<file path="src/hw/rtl/isms_lattice_mem.sv">
// ----------------------------------------------------------------------------
// isms_lattice_mem
// Row memory of the spin torus: one synchronous read and one write per cycle.
// A row that was never written since reset reads as all -1 spins.
// ----------------------------------------------------------------------------
module isms_lattice_mem #(
   parameter int LATTICE_SIZE = 64,
   parameter int IDX_W        = 6
) (
   input  logic                    clock,
   input  logic                    reset,
   input  logic [IDX_W-1:0]        rd_addr,
   output logic [LATTICE_SIZE-1:0] rd_row,
   input  logic                    wr_en,
   input  logic [IDX_W-1:0]        wr_addr,
   input  logic [LATTICE_SIZE-1:0] wr_row
);

   logic [LATTICE_SIZE-1:0] rows_mem [LATTICE_SIZE];
   logic [LATTICE_SIZE-1:0] row_valid_ff;
   logic [LATTICE_SIZE-1:0] rd_data_ff;
   logic                    rd_valid_ff;

   always_ff @(posedge clock) begin
      if (wr_en) begin
         rows_mem[wr_addr] <= wr_row;
      end
      rd_data_ff <= rows_mem[rd_addr];
   end

   always_ff @(posedge clock) begin
      if (reset) begin
         row_valid_ff <= '0;
         rd_valid_ff  <= 1'b0;
      end else begin
         if (wr_en) begin
            row_valid_ff[wr_addr] <= 1'b1;
         end
         rd_valid_ff <= row_valid_ff[rd_addr];
      end
   end

   assign rd_row = rd_valid_ff ? rd_data_ff : '0;

endmodule

</file>
<file path="config.mk">
export PLATFORM = sky130hd
export DESIGN_NAME = isms_lattice_mem
export DESIGN_NICKNAME = d
export VERILOG_FILES = /design/src/hw/rtl/isms_lattice_mem.sv
export SDC_FILE = /design/constraint.sdc
export NUM_CORES = 2
export LEC_CHECK = 0
export BUFFER_PORTS_ARGS = -buffer_cell sky130_fd_sc_hd__buf_2
export CAP_MARGIN = 20
export CORE_MARGIN = 5
export CORE_UTILIZATION = 33
export CTS_BUF_LIST = sky130_fd_sc_hd__clkbuf_4 sky130_fd_sc_hd__clkbuf_8 sky130_fd_sc_hd__clkbuf_16
export CTS_CLUSTER_DIAMETER = 100
export CTS_CLUSTER_SIZE = 14
export DETAILED_ROUTE_END_ITERATION = 12
export PLACE_DENSITY_LB_ADDON = 0.2
export SYNTH_ARGS = -nofsm -noshare
export SYNTH_HDL_FRONTEND = slang
export SYNTH_SLANG_ARGS = --single-unit
</file>
<file path="constraint.sdc">
create_clock -name clock -period 15.7 [get_ports clock]
set_input_delay 2.355 -clock clock [delete_from_list [all_inputs] [get_ports clock]]
set_output_delay 2.355 -clock clock [all_outputs]
set_load 0.005 [all_outputs]
</file>
**After elaboration in Yosys (flattened, before gate mapping)**

Memory sizes are Yosys's and may differ from the RTL's. A register that Yosys moved wholly into a read port is not among the register bits.
Cells that the tools add are included.

- Register bits after elaboration: 65
- Latch bits: 0
- Memory bits (writable): 4,096
- Memory bits (read-only): 0
- Output and inout port bits: 64
- Word-level logic and storage cells: 15
- Memories kept: 1

Memory list:

| name | words | width | rd ports | clocked after Yosys merged registers in | wr ports | RTL line | RTL |
|---|---|---|---|---|---|---|---|
| rows_mem | 64 | 64 | 1 | 1 | 1 | 19 | `logic [LATTICE_SIZE-1:0] rows_mem [LATTICE_SIZE];` |

- Add/subtract/negate cells: 0
- $mul: 0
- Divide/modulo/power cells: 0
- $lt $le $gt $ge: 3
- Equal/unequal tests: 0
- Shifts and indexed selects: 0
- Multiplexer cells: 7
- Bitwise logic cells: 1
- Reductions and logical operators: 1

Operators by type and width:

| kind | number |
|---|---|
| $mux 64 | 1 |
| $or 64x64->64 | 1 |
| $lt 6x7->1 const B | 2 |
| $bmux 1 s6 | 1 |
| $demux 1 s6 | 1 |
| $ge 6x1->1 const B | 1 |
| $mux 1 | 4 |
| $logic_and 1x1->1 | 1 |

**Longest topological paths before layout**

- Depth in word-level cells: 5
- Gate-level depth with buffers: 11
- Gate-level depth less buffers: 5

**Worst setup path before layout**

Ideal clock, no wire load.

- Path type: input to register
- From: input wr_en
- To: memory rows_mem[40][0], enable pin
- Setup time: 567 ps
- Data arrival time: 7,232 ps
- Data required time: 15,133 ps
- Path slack: 7,901 ps
- Stages: 3
- Path through: nor2b_1 nand3_1 nor3_1

- Word-level cells in the longest chain between the ends: 2

RTL lines:

| element | RTL line | RTL |
|---|---|---|
| start: declaration | 14 | `input logic wr_en,` |
| $mux 1 | 25 | `if (wr_en) begin` |
| $mux 1 (not written as such) | 26 | `rows_mem[wr_addr] <= wr_row;` |
| end: declaration | 19 |  |

No other way between the ends.

==> flow_metrics.py <==
metrics = {
    "power": {
        "power.internal_mw": 17.40,
        "pwr-share-comb": 0.048,
        "switching_share": 0.2133,
        "leakage_nw": 55.91,
        "power-per-cell-area_nw_per_um2": 122.4,
        "p_switching_mw": 4.718,
        "ir_worst_vdd_mv": 0.09439,
        "clkPwrFrac": 0.386,
        "pwr-share-seq": 0.566,
    },
    "timing": {
        "hold_slack_ns": 0.4688,
        "worst_pin_slew_ns": 1.186,
        "max_freq_mhz": 176.5,
        "maxSlewHeadroom": 0.2097,
        "skew_ns": 0.04828,
        "setup_tns_ns": 0,
        "finalSetupViolCount": 0,
        "drv_slew": 0,
        "finalCritPeriodShare": 0.3609,
        "period_needed_ns": 5.666,
        "hold_violations": 0,
        "rsz0062_at_grt": "no",
    },
    "detailed_routing": {
        "wl_um": 495500,
        "dr.first_iter.drc_count": 8928,
        "vias": 77350,
        "wl_per_cell_um": 35.22,
        "viasPerCell": 5.498,
        "ant_nets": 0,
        "first_pass_iters": 6,
        "drc": 0,
    },
    "setup_path": {
        "worstPathMaxFanout": 70,
        "cp.depth": 7,
        "critPathBufInv": 4,
        "r2r-end": "rd_data_ff[17]$_DFF_P_",
        "endpoint_kind": "flip-flop",
        "slowest_delay_ns": 0.79,
        "worstPathRequired_ns": 16.53,
        "arrival_ns": 6.50,
        "reg2reg_slack_ns": 13.53,
        "crit_chain": "buf_12 -> buf_4 -> buf_4 -> buf_4 -> mux4_2 -> mux4_2 -> o221a_1",
        "reg2regPathDepth": 5,
        "crit_start": "rd_addr[0]",
        "crit_end": "rd_data_ff[24]$_DFF_P_",
        "cp_slowest_cell": "buf_4",
        "crit_path_start_kind": "primary input",
        "critPathMostFrequentCell": "buf_4",
        "setup.worst_path.class": "in -> reg",
        "r2r_start": "rows_mem[21][17]$_DFFE_PP_",
        "crit_family": "buffers and inverters",
    },
    "synth": {
        "synth_top_area_frac": 0.7702,
        "postSynth.asyncResetShare": 0,
        "avgSynthCellArea_um2": 22.87,
        "synth-warning-count": 0,
        "ys.flop_type": "edfxtp_1",
        "synth.most_common_cell": "edfxtp_1",
        "netlist_top_cells_count": "edfxtp_1, mux4_2, mux2i_1",
        "yosys-top-cells-area": "edfxtp_1, mux4_2, mux2i_1",
        "syn_nets": 7062,
        "synth_cell_type_count": 42,
        "ys_ff_latch": 4225,
        "yosys.area.top_type": "edfxtp_1",
        "synthCells": 6983,
        "syn-cell-area_um2": 159700,
        "synth_edf_count": 4096,
        "seq_area_frac_synth": 0.7863,
    },
    "cells_and_area": {
        "nNetsFinal": 7435,
        "drive_above_1_share": 0.2895,
        "areaGrowthSynthToFinish_pct": 13.15,
    },
    "global_route": {
        "grt_use_total": 0.1945,
        "grtUsageMet2": 0.3273,
        "grt_remaining_overflow": 0,
        "globalRouteMet3Util": 0.02504,
        "grt_pass1_wl_um": 676700,
        "grt_max_degree": 87,
        "grt_pass1_vias": 78460,
        "use_met1": 0.2696,
        "antenna_found_initial": 65,
        "grt_busiest_layer": "met2",
    },
    "clock_network": {
        "numCtsBuffers": 341,
        "cts.root.buffer_cell": "clkbuf_16",
        "cts-hold-fix-buffers": 0,
        "clkSinkCount": 4225,
        "h-tree-depth": 5,
        "clk_pin_slew_worst_paths_ns": 0.06,
        "clk_latency_ns": 0.96,
        "clockBufferDepth": 4,
        "cts_resized": 0,
        "cts_tree": "yes",
        "postCtsSetupBuffers": 0,
    },
    "floorplan": {
        "io_pins": 143,
        "die_h_um": 705.7,
        "rows": 255,
        "initial_core_util": 0.3311,
        "core_area_um2": 482400,
        "dieArea_um2": 498000,
        "fp.dieW_um": 705.7,
    },
    "placement": {
        "gp_congestion": 0.7472,
        "portBuffers": 142,
        "dp_hpwl_um": 269400,
    },
    "job": {
        "maxCapViolations": 0,
    },
    "run_status": {
        "status": "complete, no violations",
    },
    "min_path": {
        "holdPathStages": 2,
        "hp-class": "reg -> reg",
    },
}
## per-layer routing
layer	vias up	part of all wire
li1	30350	-
met1	43450	0.42
met2	2909	0.50
met3	620	0.060
met4	18	0.024
met5	-	0.00023
## worst min-delay path by stage
stage                                  startpoint                             to  slack (ns)
detailed placement  row_valid_ff[22]$_SDFFE_PP0P_  row_valid_ff[22]$_SDFFE_PP0P_        0.45
CTS                 row_valid_ff[22]$_SDFFE_PP0P_  row_valid_ff[22]$_SDFFE_PP0P_        0.47
finish              row_valid_ff[50]$_SDFFE_PP0P_  row_valid_ff[50]$_SDFFE_PP0P_        0.47
global placement    row_valid_ff[42]$_SDFFE_PP0P_  row_valid_ff[42]$_SDFFE_PP0P_        0.44
floorplan           row_valid_ff[12]$_SDFFE_PP0P_  row_valid_ff[12]$_SDFFE_PP0P_        0.43
global route        row_valid_ff[36]$_SDFFE_PP0P_  row_valid_ff[36]$_SDFFE_PP0P_        0.50
## layout make-up
type                            count  area [um^2]
Fill cell                       43570       301700
Sequential cell                  4225       125600
Multi-Input combinational cell   2364        32740
Clock buffer                      566        10340
Tap cell                         6425         8039
Timing Repair Buffer              423         3502
Clock inverter                     23        396.6
Antenna cell                       41        102.6
Inverter                            1        3.754
## tightest hold or removal path, stage by stage, from the launching register on
cell and delay [ns]:
dfxtp_1 0.32, nor2_1 0.05, nor2_1 0.07
## power groups by stage
stage | sequential [mW] | combinational, mW | clock, mW
6_report | 12.5 | 1.06 | 8.55
5_1_grt | 12.5 | 1.13 | 9.17
4_1_cts | 12.5 | 1.06 | 8.75
3_5_place_dp | 12.8 | 1.06 | 0
3_3_place_gp | 12.8 | 1.04 | 0
2_1_floorplan | 12.7 | 0.602 | 0
## kinds of logic after synthesis
| kind of cell | synth area share |
|---|---|
| AOI/OAI and AO/OA | 0.01909 |
| buffers and inverters | 0.01215 |
| DFF | 0.7863 |
| muxes | 0.1669 |
| and+or+nand+nor | 0.01552 |
## cells in the final DEF, fill, tap and decap left out, types with 30 or more instances in the layout
cell type / n
buf_12: 42
buf_2: 138
o221ai_1: 70
o221a_1: 30
nor2_1: 256
edfxtp_1: 4096
mux4_2: 981
nor2_4: 62
a21oi_1: 34
o22ai_1: 140
dfxtp_1: 128
a221oi_1: 50
diode_2: 41
and2_1: 66
clkbuf_4: 218
mux2_2: 111
o21ai_0: 34
buf_4: 233
nor3_1: 48
mux2i_1: 331
a221o_1: 30
clkbuf_16: 348
## metrics by stage
stage,instances,power (mW),area [um^2],util,setup WS [ns]
floorplan,6983,13.32,159700,-,7.901
global placement,13400,13.82,169000,0.3503,8.900
detailed placement,13410,13.84,169400,0.3511,8.916
CTS,14000,22.34,180100,0.3733,9.934
global route,14050,22.82,180700,0.3745,9.662
finish,14070,22.12,180700,0.3746,10.03
## flip-flops by register name, indices dropped and copies added (netlist names)
name	flops
rd_valid_ff	1
row_valid_ff	64
rows_mem	4096
rd_data_ff	64
(Power assumes the default switching activity.)
