`config.mk`:
```
export PLATFORM = sky130hd
export DESIGN_NAME = isms_trial_ctrl_flat
export DESIGN_NICKNAME = d
export VERILOG_FILES = /design/src/hw/rtl/isms_pkg.sv /design/src/hw/rtl/isms_channels.sv /design/src/hw/rtl/isms_trial_ctrl.sv /design/src/flat_wrapper.sv
export SDC_FILE = /design/constraint.sdc
export NUM_CORES = 1
export LEC_CHECK = 0
export ABC_AREA = 1
export BUFFER_PORTS_ARGS = -buffer_cell sky130_fd_sc_hd__buf_2
export CORE_ASPECT_RATIO = 1.5
export CORE_MARGIN = 2
export CORE_UTILIZATION = 35
export DETAILED_ROUTE_END_ITERATION = 12
export PLACE_DENSITY = 0.66
export SETUP_SLACK_MARGIN = 0.1
export SYNTH_ARGS = -nofsm -noshare
export SYNTH_HDL_FRONTEND = slang
export SYNTH_SLANG_ARGS = --single-unit
```
`constraint.sdc`:
```
create_clock -name clock -period 12.7 [get_ports clock]
set_input_delay 1.27 -clock clock [delete_from_list [all_inputs] [get_ports clock]]
set_output_delay 1.27 -clock clock [all_outputs]
set_load 0.01 [all_outputs]
```
`src/hw/rtl/isms_pkg.sv`:
```
// ----------------------------------------------------------------------------
// isms_pkg
// Shared types and constants of the Ising Metropolis site update block.
// ----------------------------------------------------------------------------
package isms_pkg;

   localparam int COORD_W   = 6;   // row and column field width
   localparam int TOSS_W    = 16;  // Q0.16 random toss
   localparam int THR_W     = 16;  // Q0.16 acceptance threshold
   localparam int NUM_THR   = 10;  // entries of the acceptance table
   localparam int THR_IDX_W = 4;
   localparam int UPS_W     = 3;   // up-neighbour count, 0..4
   localparam int CSR_IDX_W = 2;
   localparam int CSR_W     = 64;

   // Entries for a current +1 spin start after the five entries for -1.
   localparam logic [THR_IDX_W-1:0] THR_UP_BASE = 4'd5;

   localparam logic [1:0] OP_WRITE = 2'd0;
   localparam logic [1:0] OP_TRIAL = 2'd1;

   localparam logic [CSR_IDX_W-1:0] CSR_TABLE_LOW  = 2'd0;
   localparam logic [CSR_IDX_W-1:0] CSR_TABLE_MID  = 2'd1;
   localparam logic [CSR_IDX_W-1:0] CSR_TABLE_HIGH = 2'd2;

   typedef logic [NUM_THR-1:0][THR_W-1:0] thr_table_type;

   typedef enum logic [2:0] {
      ST_IDLE,
      ST_RD_UP,
      ST_RD_DN,
      ST_RD_CTR,
      ST_CAPT,
      ST_DECIDE,
      ST_DONE
   } state_type;

   typedef struct packed {
      logic             spin;
      logic             accepted;
      logic [UPS_W-1:0] up_neighbours;
   } result_type;

endpackage

```
`src/hw/rtl/isms_channels.sv`:
```
// ----------------------------------------------------------------------------
// isms channels
// Valid/ready channel interfaces for requests and responses.
// ----------------------------------------------------------------------------
interface isms_req_if;
   logic                         valid;
   logic                         ready;
   logic [1:0]                   operation;
   logic [isms_pkg::COORD_W-1:0] row;
   logic [isms_pkg::COORD_W-1:0] column;
   logic                         spin_value;
   logic [isms_pkg::TOSS_W-1:0]  toss;

   modport source (output valid, operation, row, column, spin_value, toss, input ready);
   modport sink   (input valid, operation, row, column, spin_value, toss, output ready);
endinterface


```
`src/hw/rtl/isms_trial_ctrl.sv`:
```
// ----------------------------------------------------------------------------
// isms_trial_ctrl
// Sequencer that reads the three rows around a site one at a time, counts
// up-spin neighbours in a shared accumulator and decides the Metropolis trial.
// ----------------------------------------------------------------------------
module isms_trial_ctrl #(
   parameter int LATTICE_SIZE = 64,
   parameter int IDX_W        = 6
) (
   input  logic                    clock,
   input  logic                    reset,
   isms_req_if.sink                req_bus,
   input  isms_pkg::thr_table_type thr_table,
   output logic [IDX_W-1:0]        rd_addr,
   input  logic [LATTICE_SIZE-1:0] rd_row,
   output logic                    wr_en,
   output logic [IDX_W-1:0]        wr_addr,
   output logic [LATTICE_SIZE-1:0] wr_row,
   output logic                    res_valid,
   input  logic                    res_ready,
   output isms_pkg::result_type    res
);

   localparam logic [IDX_W-1:0] LAST = IDX_W'(LATTICE_SIZE - 1);

   isms_pkg::state_type state_ff, state_in;

   logic [1:0]                    op_ff;
   logic [IDX_W-1:0]              r_ff, c_ff;
   logic                          val_ff;
   logic [isms_pkg::TOSS_W-1:0]   toss_ff;
   logic [isms_pkg::UPS_W-1:0]    cnt_ff, cnt_in;
   logic                          cur_ff;
   logic [LATTICE_SIZE-1:0]       row_ff;
   logic                          spin_ff, spin_in;
   logic                          acc_ff, acc_in;

   logic [IDX_W-1:0]              req_r, req_c;
   logic [IDX_W-1:0]              up_r, dn_r, lf_c, rt_c;
   logic [isms_pkg::THR_IDX_W-1:0] entry;
   logic [isms_pkg::THR_W-1:0]    thr;
   logic                          flip, reject, do_write;

   // Sites off the lattice saturate to the last row or column.
   always_comb begin
      req_r = (req_bus.row > isms_pkg::COORD_W'(LATTICE_SIZE - 1)) ? LAST
            : req_bus.row[IDX_W-1:0];
      req_c = (req_bus.column > isms_pkg::COORD_W'(LATTICE_SIZE - 1)) ? LAST
            : req_bus.column[IDX_W-1:0];
   end

   always_comb begin
      up_r = (r_ff == '0)   ? LAST : r_ff - 1'b1;
      dn_r = (r_ff == LAST) ? '0   : r_ff + 1'b1;
      lf_c = (c_ff == '0)   ? LAST : c_ff - 1'b1;
      rt_c = (c_ff == LAST) ? '0   : c_ff + 1'b1;
   end

   // Shared neighbour accumulator: one row is folded in per read beat.
   always_comb begin
      cnt_in = cnt_ff;
      unique case (state_ff)
         isms_pkg::ST_RD_DN:  cnt_in = {{(isms_pkg::UPS_W-1){1'b0}}, rd_row[c_ff]};
         isms_pkg::ST_RD_CTR: cnt_in = cnt_ff + isms_pkg::UPS_W'(rd_row[c_ff]);
         isms_pkg::ST_CAPT:   cnt_in = cnt_ff + isms_pkg::UPS_W'(rd_row[lf_c])
                                              + isms_pkg::UPS_W'(rd_row[rt_c]);
         default:             cnt_in = cnt_ff;
      endcase
   end

   always_comb begin
      entry    = cur_ff ? isms_pkg::THR_UP_BASE + isms_pkg::THR_IDX_W'(cnt_ff)
                        : isms_pkg::THR_IDX_W'(cnt_ff);
      thr      = thr_table[entry];
      flip     = val_ff != cur_ff;
      reject   = (op_ff == isms_pkg::OP_TRIAL) && flip && (thr < toss_ff);
      do_write = (op_ff == isms_pkg::OP_WRITE)
              || ((op_ff == isms_pkg::OP_TRIAL) && flip && !reject);
      spin_in  = do_write ? val_ff : cur_ff;
      acc_in   = !reject;
      for (int i = 0; i < LATTICE_SIZE; i++) begin
         wr_row[i] = (IDX_W'(i) == c_ff) ? val_ff : row_ff[i];
      end
   end

   always_comb begin
      state_in = state_ff;
      unique case (state_ff)
         isms_pkg::ST_IDLE:   if (req_bus.valid) state_in = isms_pkg::ST_RD_UP;
         isms_pkg::ST_RD_UP:  state_in = isms_pkg::ST_RD_DN;
         isms_pkg::ST_RD_DN:  state_in = isms_pkg::ST_RD_CTR;
         isms_pkg::ST_RD_CTR: state_in = isms_pkg::ST_CAPT;
         isms_pkg::ST_CAPT:   state_in = isms_pkg::ST_DECIDE;
         isms_pkg::ST_DECIDE: state_in = isms_pkg::ST_DONE;
         isms_pkg::ST_DONE:   if (res_ready) state_in = isms_pkg::ST_IDLE;
         default:             state_in = isms_pkg::ST_IDLE;
      endcase
   end

   always_comb begin
      req_bus.ready = 1'b0;
      rd_addr       = r_ff;
      wr_en         = 1'b0;
      res_valid     = 1'b0;
      unique case (state_ff)
         isms_pkg::ST_IDLE:   req_bus.ready = 1'b1;
         isms_pkg::ST_RD_UP:  rd_addr = up_r;
         isms_pkg::ST_RD_DN:  rd_addr = dn_r;
         isms_pkg::ST_RD_CTR: rd_addr = r_ff;
         isms_pkg::ST_DECIDE: wr_en = do_write;
         isms_pkg::ST_DONE:   res_valid = 1'b1;
         default:             rd_addr = r_ff;
      endcase
   end

   assign wr_addr           = r_ff;
   assign res.spin          = spin_ff;
   assign res.accepted      = acc_ff;
   assign res.up_neighbours = cnt_ff;

   always_ff @(posedge clock) begin
      if (reset) begin
         state_ff <= isms_pkg::ST_IDLE;
      end else begin
         state_ff <= state_in;
      end
   end

   always_ff @(posedge clock) begin
      cnt_ff <= cnt_in;
      if (state_ff == isms_pkg::ST_IDLE && req_bus.valid) begin
         op_ff   <= req_bus.operation;
         r_ff    <= req_r;
         c_ff    <= req_c;
         val_ff  <= req_bus.spin_value;
         toss_ff <= req_bus.toss;
      end
      if (state_ff == isms_pkg::ST_CAPT) begin
         row_ff <= rd_row;
         cur_ff <= rd_row[c_ff];
      end
      if (state_ff == isms_pkg::ST_DECIDE) begin
         spin_ff <= spin_in;
         acc_ff  <= acc_in;
      end
   end

endmodule

```
`src/flat_wrapper.sv`:
```
// flat-port wrapper written by rule: the top's interface ports become plain ports
module isms_trial_ctrl_flat 
#(
   parameter int LATTICE_SIZE = 64,
   parameter int IDX_W        = 6
)
  (clock, reset, thr_table, rd_addr, rd_row, wr_en, wr_addr, wr_row, res_valid, res_ready, res, req_bus_valid, req_bus_operation, req_bus_row, req_bus_column, req_bus_spin_value, req_bus_toss, req_bus_ready);
  isms_req_if req_bus_i ();
  input  logic clock;
  input  logic reset;
  input  isms_pkg::thr_table_type thr_table;
  output logic [IDX_W-1:0] rd_addr;
  input  logic [LATTICE_SIZE-1:0] rd_row;
  output logic wr_en;
  output logic [IDX_W-1:0] wr_addr;
  output logic [LATTICE_SIZE-1:0] wr_row;
  output logic res_valid;
  input  logic res_ready;
  output isms_pkg::result_type res;
  input wire logic [$bits(req_bus_i.valid)-1:0] req_bus_valid;
  input wire logic [$bits(req_bus_i.operation)-1:0] req_bus_operation;
  input wire logic [$bits(req_bus_i.row)-1:0] req_bus_row;
  input wire logic [$bits(req_bus_i.column)-1:0] req_bus_column;
  input wire logic [$bits(req_bus_i.spin_value)-1:0] req_bus_spin_value;
  input wire logic [$bits(req_bus_i.toss)-1:0] req_bus_toss;
  output wire logic [$bits(req_bus_i.ready)-1:0] req_bus_ready;
  assign req_bus_i.valid = req_bus_valid;
  assign req_bus_i.operation = req_bus_operation;
  assign req_bus_i.row = req_bus_row;
  assign req_bus_i.column = req_bus_column;
  assign req_bus_i.spin_value = req_bus_spin_value;
  assign req_bus_i.toss = req_bus_toss;
  assign req_bus_ready = req_bus_i.ready;
  isms_trial_ctrl #(.LATTICE_SIZE(LATTICE_SIZE), .IDX_W(IDX_W)) u_core (.clock(clock), .reset(reset), .req_bus(req_bus_i), .thr_table(thr_table), .rd_addr(rd_addr), .rd_row(rd_row), .wr_en(wr_en), .wr_addr(wr_addr), .wr_row(wr_row), .res_valid(res_valid), .res_ready(res_ready), .res(res));
endmodule
```
# [After elaboration in Yosys (flattened, before gate mapping)]
# Cells that the tools add are included.
# W data, S select, Z words.
[op_classes] n_mux=86 order_cmp=7 eq_ne=75 n_reduce_logical=12 n_addsub=8
[ops] op="$eq A6 B6 Y1 const A" count=32
[ops] op="$eq A5 B6 Y1 const A" count=16
[ops] op="$mux W1" count=71
[ops] op="$bmux W16 S4" count=1
[ops] op="$eq A4 B6 Y1 const A" count=8
[ops] op="$eq A3 B6 Y1 const A" count=4
[ops] op="$mux W6" count=4
[ops] op="$lt A6 B7 Y1 const B" count=3
[ops] op="$pmux W3 S7" count=1
[ops] op="$bmux W1 S6" count=3
[ops] op="$lt A16 B16 Y1" count=1
[ops] op="$mux W16" count=1
[ops] op="$add A6 B1 Y6 const B" count=2
[ops] op="$eq A2 B6 Y1 const A" count=2
[ops] op="$eq A6 B6 Y1 const B" count=2
[ops] op="$gt A6 B6 Y1 const B" count=2
[ops] op="$logic_not A6 Y1" count=2
[ops] op="$pmux W6 S2" count=1
[ops] op="$sub A6 B1 Y6 const B" count=2
[ops] op="$add A3 B1 Y3" count=3
[ops] op="$eq A3 B3 Y1 const B" count=3
[ops] op="$pmux W3 S3" count=1
[ops] op="$eq A1 B6 Y1 const A" count=1
[ops] op="$eq A3 B2 Y1 const B" count=2
[ops] op="other kinds (15)" count=20
[totals] in_bits=259 regBits=104 output_inout_bits=84

# [Longest topological paths before layout]
[depth] ltp_word=10 depth_mapped=22 mapped_depth_nobuf=21

# [Worst setup path before layout]
# No wires, ideal clock.
[synth_timing] path_type="register to register" start="reg u_core.state_ff[2]" end="reg u_core.cnt_ff[0] (netlist bit) (enable)" setup_slack_ns=8.580 t_required_ns=12.387 stages_incl_launch_ff=5 setup_time_ns=0.313 arrival_ns=3.806 path_cell_list="dfxtp_1 > inv_1 > nor2_1 > nor2_1 > nand2_1"
[synth_between] elab_chain_len=2 elab_cells_between_ends=4 cone_classes="3 x eq/ne; 1 x reduce/logical"
[synth_lines] element="from (decl)" line_no="isms_trial_ctrl.sv:26" source="isms_pkg::state_type state_ff, state_in;"
[synth_lines] element="from (signal assigned)" line_no="isms_trial_ctrl.sv:123" source="state_ff <= isms_pkg::ST_IDLE;"
[synth_lines] element="from (signal assigned)" line_no="isms_trial_ctrl.sv:125" source="state_ff <= state_in;"
[synth_lines] element="$eq A3 B2 Y1 / $eq A3 B3 Y1 (equally long branches)" line_no="isms_trial_ctrl.sv:62" source="unique case (state_ff)"
[synth_lines] element="$reduce_bool A3 Y1 (no line) (*)"
[synth_lines] element="to (signal assigned)" line_no="isms_trial_ctrl.sv:130" source="cnt_ff <= cnt_in;"
[synth_lines] element="to (decl)" line_no="isms_trial_ctrl.sv:32" source="logic [isms_pkg::UPS_W-1:0] cnt_ff, cnt_in;"
# Mark *: on every way between the ends. The rest lies on a longest branch, timed or not.
# A chain may end at the register's enable or synchronous reset.

# [Worst setup path in the final report]
[layout_timing] start="reg u_core.cur_ff" end="out wr_en"
[layout_between] elab_chain_len=9 elab_cells_between_ends=11 cone_classes="1 x order compare; 1 x eq/ne; 4 x mux; 5 x reduce/logical"
[layout_lines] element="from (decl)" line_no="isms_trial_ctrl.sv:33" source="logic cur_ff;"
[layout_lines] element="from (signal assigned)" line_no="isms_trial_ctrl.sv:140" source="cur_ff <= rd_row[c_ff];"
[layout_lines] element="$mux W4" line_no="isms_trial_ctrl.sv:72" source="entry = cur_ff ? isms_pkg::THR_UP_BASE + isms_pkg::THR_IDX_W'(cnt_ff)"
[layout_lines] element="$bmux W16 S4" line_no="isms_trial_ctrl.sv:74" source="thr = thr_table[entry];"
[layout_lines] element="$mux W16 (not written as such)" line_no="isms_trial_ctrl.sv:74"
[layout_lines] element="$lt A16 B16 Y1" line_no="isms_trial_ctrl.sv:76" source="reject = (op_ff == isms_pkg::OP_TRIAL) && flip && (thr < toss_ff);"
[layout_lines] element="$logic_and A1 B1 Y1" line_no="isms_trial_ctrl.sv:76"
[layout_lines] element="$logic_not A1 Y1" line_no="isms_trial_ctrl.sv:78" source="|| ((op_ff == isms_pkg::OP_TRIAL) && flip && !reject);"
[layout_lines] element="$logic_and A1 B1 Y1 (*)" line_no="isms_trial_ctrl.sv:78"
[layout_lines] element="$logic_or A1 B1 Y1 (*)" line_no="isms_trial_ctrl.sv:78"
[layout_lines] element="$mux W1 (*)" line_no="isms_trial_ctrl.sv:105" source="unique case (state_ff)"
[layout_lines] element="to (decl)" line_no="flat_wrapper.sv:14" source="output logic wr_en;"
# Mark *: on every way between the ends. The rest lies on a longest branch, timed or not. The select of a mux whose other input is x is not followed.

==> summary.txt <==
Route
  – Routed Antenna Nets: 0
  – DRT Pass-1 Iters: 6
  – Metal2 WL: ~19 mm
  – Final wirelength: between 30 and 40 mm
  – Top Layer Used: met5
  – DRT iter0 DRCs: between 700 and 800
  – M1 wire length: 12.0 mm
  – Via density: 5.45
  – Routed len/inst: between 15 and 20 um
  – Met3 Wirelength: 2.51 mm
  – Vias: ~10000
  – Remaining DRCs: 0

Layout
  – Finished Layout Cells: around 1800
  – FILL cells: 2606
  – Ant diodes: 0
  – Core Util, Final: roughly 44%
  – Share of cells above drive strength 1: 26.3%
  – Area growth, synth to finish: 24.9%
  – Fin nets: between 1500 and 2000
  – Cell area after layout: roughly 11000 um^2

Synth
  – Synth Area in XOR/XNOR: less than 1%
  – Synthesized area per cell: ~7 um^2
  – Ys flop type: edfxtp_1
  – Syn Nets: between 1500 and 2000
  – Synth Instances: between 1000 and 1500
  – Async SR Flop Fraction: 0%
  – Largest cells by area after synthesis: edfxtp_1 (35%), o21ai_0 (9.0%), nand2_1 (8.2%), nor2_1 (7.1%), a21oi_1 (5.7%)
  – Post-synth EDFFs: 101
  – Synth Area in Simple Gates: between 20% and 30%
  – Sequential fraction of the synthesis area: 35.7%
  – Synth area leader: edfxtp_1
  – Yosys cell types: 46
  – Synth Cell Area: approximately 8700 um^2
  – Synthesized flop and latch total: 104
  – Synth warn: 0
  – Mux cell area share after synthesis: 0%
  – Main combinational cell family by area after synthesis: compound AO/OA/AOI/OAI gates
  – Compound-Gate Fraction of Synth Area: 27.3%
  – Synth Area in Adders: a little over 4%
  – Top-area cell type share of the netlist area: 35.0%

Worst setup path
  – Critical Path Sink Type: output pin
  – CP arrival: roughly 3.8 ns
  – Cell Chain, Critical Path: inv_2 > nand2_1 > nand2_2 > buf_4 > o21ai_0 > o221ai_1 > nand3_1 > o21ai_0 > ha_1 > a21oi_1 > nor2_1 > a211oi_1 > o221a_2 > nand2_1 > nand2_1 > a21boi_1 > buf_2
  – Critical path's slowest cell: buf_4
  – Crit Path Class: register to output pin
  – Cell mode on critical path: nand2_1
  – CP Max Fanout: 64
  – Critical Path Max Stage Delay: 0.52 ns
  – Worst Setup Start Kind: register
  – Req. time, crit path: 11.43 ns

Pwr
  – Total power density per cell area: between 100 and 150 nW/um^2
  – Max VDD drop: 0.0670 mV
  – Cell leakage power: 4.89 nW

Place
  – Pre-CTS setup slack: around 8.0 ns
  – Placed Area: 10500 um^2
  – GP Congestion: just under 1
  – Placed cell count: between 1500 and 2000
  – Post-DP HPWL: approximately 27 mm
  – Number of port buffers: between 300 and 400

Floorplan
  – Starting Density: 35.6%
  – Io pins: roughly 340
  – Die Span Y: just under 200 um
  – Site Rows: 70
  – Core ar.: about 24000 um^2
  – Total die area: about 26000 um^2
  – Die Width: around 130 um

Timing
  – Setup ws final: about 7.6 ns
  – Relative slew slack: approximately 25%
  – Clk_skew: roughly 0.0093 ns
  – Fin. Hold Viols: 0
  – Setup violations, final: 0
  – Worst slew pin tran: 1.13 ns
  – Part of the cycle the worst path needs: 40.0%
  – RSZ-0062 raised after global routing: false
  – Fin crit period: between 5 and 6 ns
  – Fmax: a little under 200 MHz
  – TNS Setup: 0 ns
  – Fin. max-slew vios: 0

Global route
  – GRT overflow: 0
  – First-pass GRT wire length: 52.1 mm
  – Pin count of the biggest net entering global routing: 77
  – Initial antenna violation count: 3
  – Number of global-route vias before repair: 9484
  – Gr usage total: between 20% and 30%

Clock tree
  – CTS root buffer: clkbuf_16
  – Cts repair resizes: 0
  – CTS Buffer Depth: 2
  – CTS Hold Bufs: 0
  – CTS Buf Count: 9
  – CTS clk-pin slew, worst paths: approximately 0.070 ns
  – TritonCTS clock tree: built
  – Worst skew pair latency: 0.36 ns
  – Post-CTS setup buffers: 0
  – CTS H-Tree Depth: 3
  – Clock sink count: around 100

Run status
  – Outcome: completed

Flow run
  – Max-cap violation count: 0

Min path
  – HP Class: register to register
[routing by layer]
layer / track usage, % / vias to the layer above
met3: 3.88 / 88
met2: 50.0 / 514
met4: 12.4 / 4
met1: 26.6 / 4532
met5: 0 / -
li1: - / 4818
[kinds of logic after synthesis]
logic type | Yosys count
AND/OR/NAND/NOR | 461
AO/OA/AOI/OAI | 399
buffers and inverters | 219
flip-flops | 104
adder cells (fa/ha/maj) | 28
XOR/XNOR | 6
[synthesized netlist by cell type, types with 2 or more instances]
cell and count:
o21ai_1 5, buf_1 4, xor2_1 4, buf_6 2, a31oi_1 38, inv_1 128, buf_2 12, clkbuf_1 64
o211ai_1 49, a22o_1 3, a21oi_1 99, dfxtp_1 3, nand2_4 2, nand4_1 4, nor2_1 163, a221oi_1 3
ha_1 27, nand3_1 80, o2111ai_1 2, buf_4 2, xnor2_1 2, inv_2 6, nor3_1 9, edfxtp_1 101
nand2_2 6, nand2_1 189, nand3b_1 3, o221ai_1 31, nor2_4 2, o21ai_0 156, a211oi_1 3
[critical path, delay by kind of cell (launching register included)]
kind            cells  cell delay, ns
compound gates      7            1.11
buf+inv             3            0.85
simple gates        6            0.69
flops               1            0.51
fa+ha+maj           1            0.28
[cell type report]
cell class                 count  area (um^2)  area share [%]
multi-input combinational    894         4730            43.7
sequential                   104         3090            28.6
timing repair buffer         354         1800            16.7
inverter                     135          509            4.71
tap                          324          405            3.75
clock buffer                  10          229            2.12
clock inverter                 6         50.0           0.463
[cells in the final DEF, fill, tap and decap left out, types with 2 or more instances in the layout]
cell type / count
buf_2: 342
nand2_1: 188
nor2_1: 161
o21ai_0: 155
inv_1: 128
edfxtp_1: 101
a21oi_1: 99
nand3_1: 80
o211ai_1: 49
a31oi_1: 38
o221ai_1: 31
ha_1: 27
buf_4: 12
clkbuf_16: 9
nor3_1: 8
nand2_2: 7
inv_2: 6
o21ai_1: 5
nand4_1: 4
xor2_1: 4
nor2_4: 3
nand3b_1: 3
a22o_1: 3
a221oi_1: 3
a211oi_1: 3
dfxtp_1: 3
nand2_4: 2
o21ai_2: 2
xnor2_1: 2
o2111ai_1: 2
inv_6: 2
[flip-flops by register name, summed over array words and instances, names as in the netlist]
register	count
u_core.c_ff	6
u_core.wr_addr	6
u_core.row_ff	64
u_core.state_ff	3
u_core.spin_ff	1
u_core.val_ff	1
u_core.op_ff	2
u_core.cur_ff	1
u_core.cnt_ff	3
u_core.acc_ff	1
u_core.toss_ff	16
[where the power goes]
part           total (mW)  leakage [nW]  internal (mW)  switching (mW)
clock               0.269         0.135          0.136           0.133
sequential          0.412         0.951          0.399          0.0126
combinational       0.442          3.80          0.153           0.289
total                1.12          4.89          0.688           0.435
[worst paths after layout]
path                                     end  cells after the start                            start  slack [ns]
max                                    wr_en                     17          u_core.cur_ff$_DFFE_PN_        7.62
min          u_core.state_ff[0]$_SDFFE_PP0P_                      1  u_core.state_ff[0]$_SDFFE_PP0P_        0.53
max reg2reg       u_core.cnt_ff[2]$_DFFE_PP_                     17     u_core.c_ff[0]$_SDFFCE_PN1P_        8.19
min reg2reg  u_core.state_ff[0]$_SDFFE_PP0P_                      1  u_core.state_ff[0]$_SDFFE_PP0P_        0.53
[through the flow]
stage	power, mW	hold WS, ns
2_1_floorplan	0.701	0.476
3_3_place_gp	0.853	0.505
3_5_place_dp	0.857	0.514
4_1_cts	1.13	0.524
5_1_grt	1.19	0.560
6_report	1.12	0.533
No activity file was read; power rests on OpenSTA's default activity.
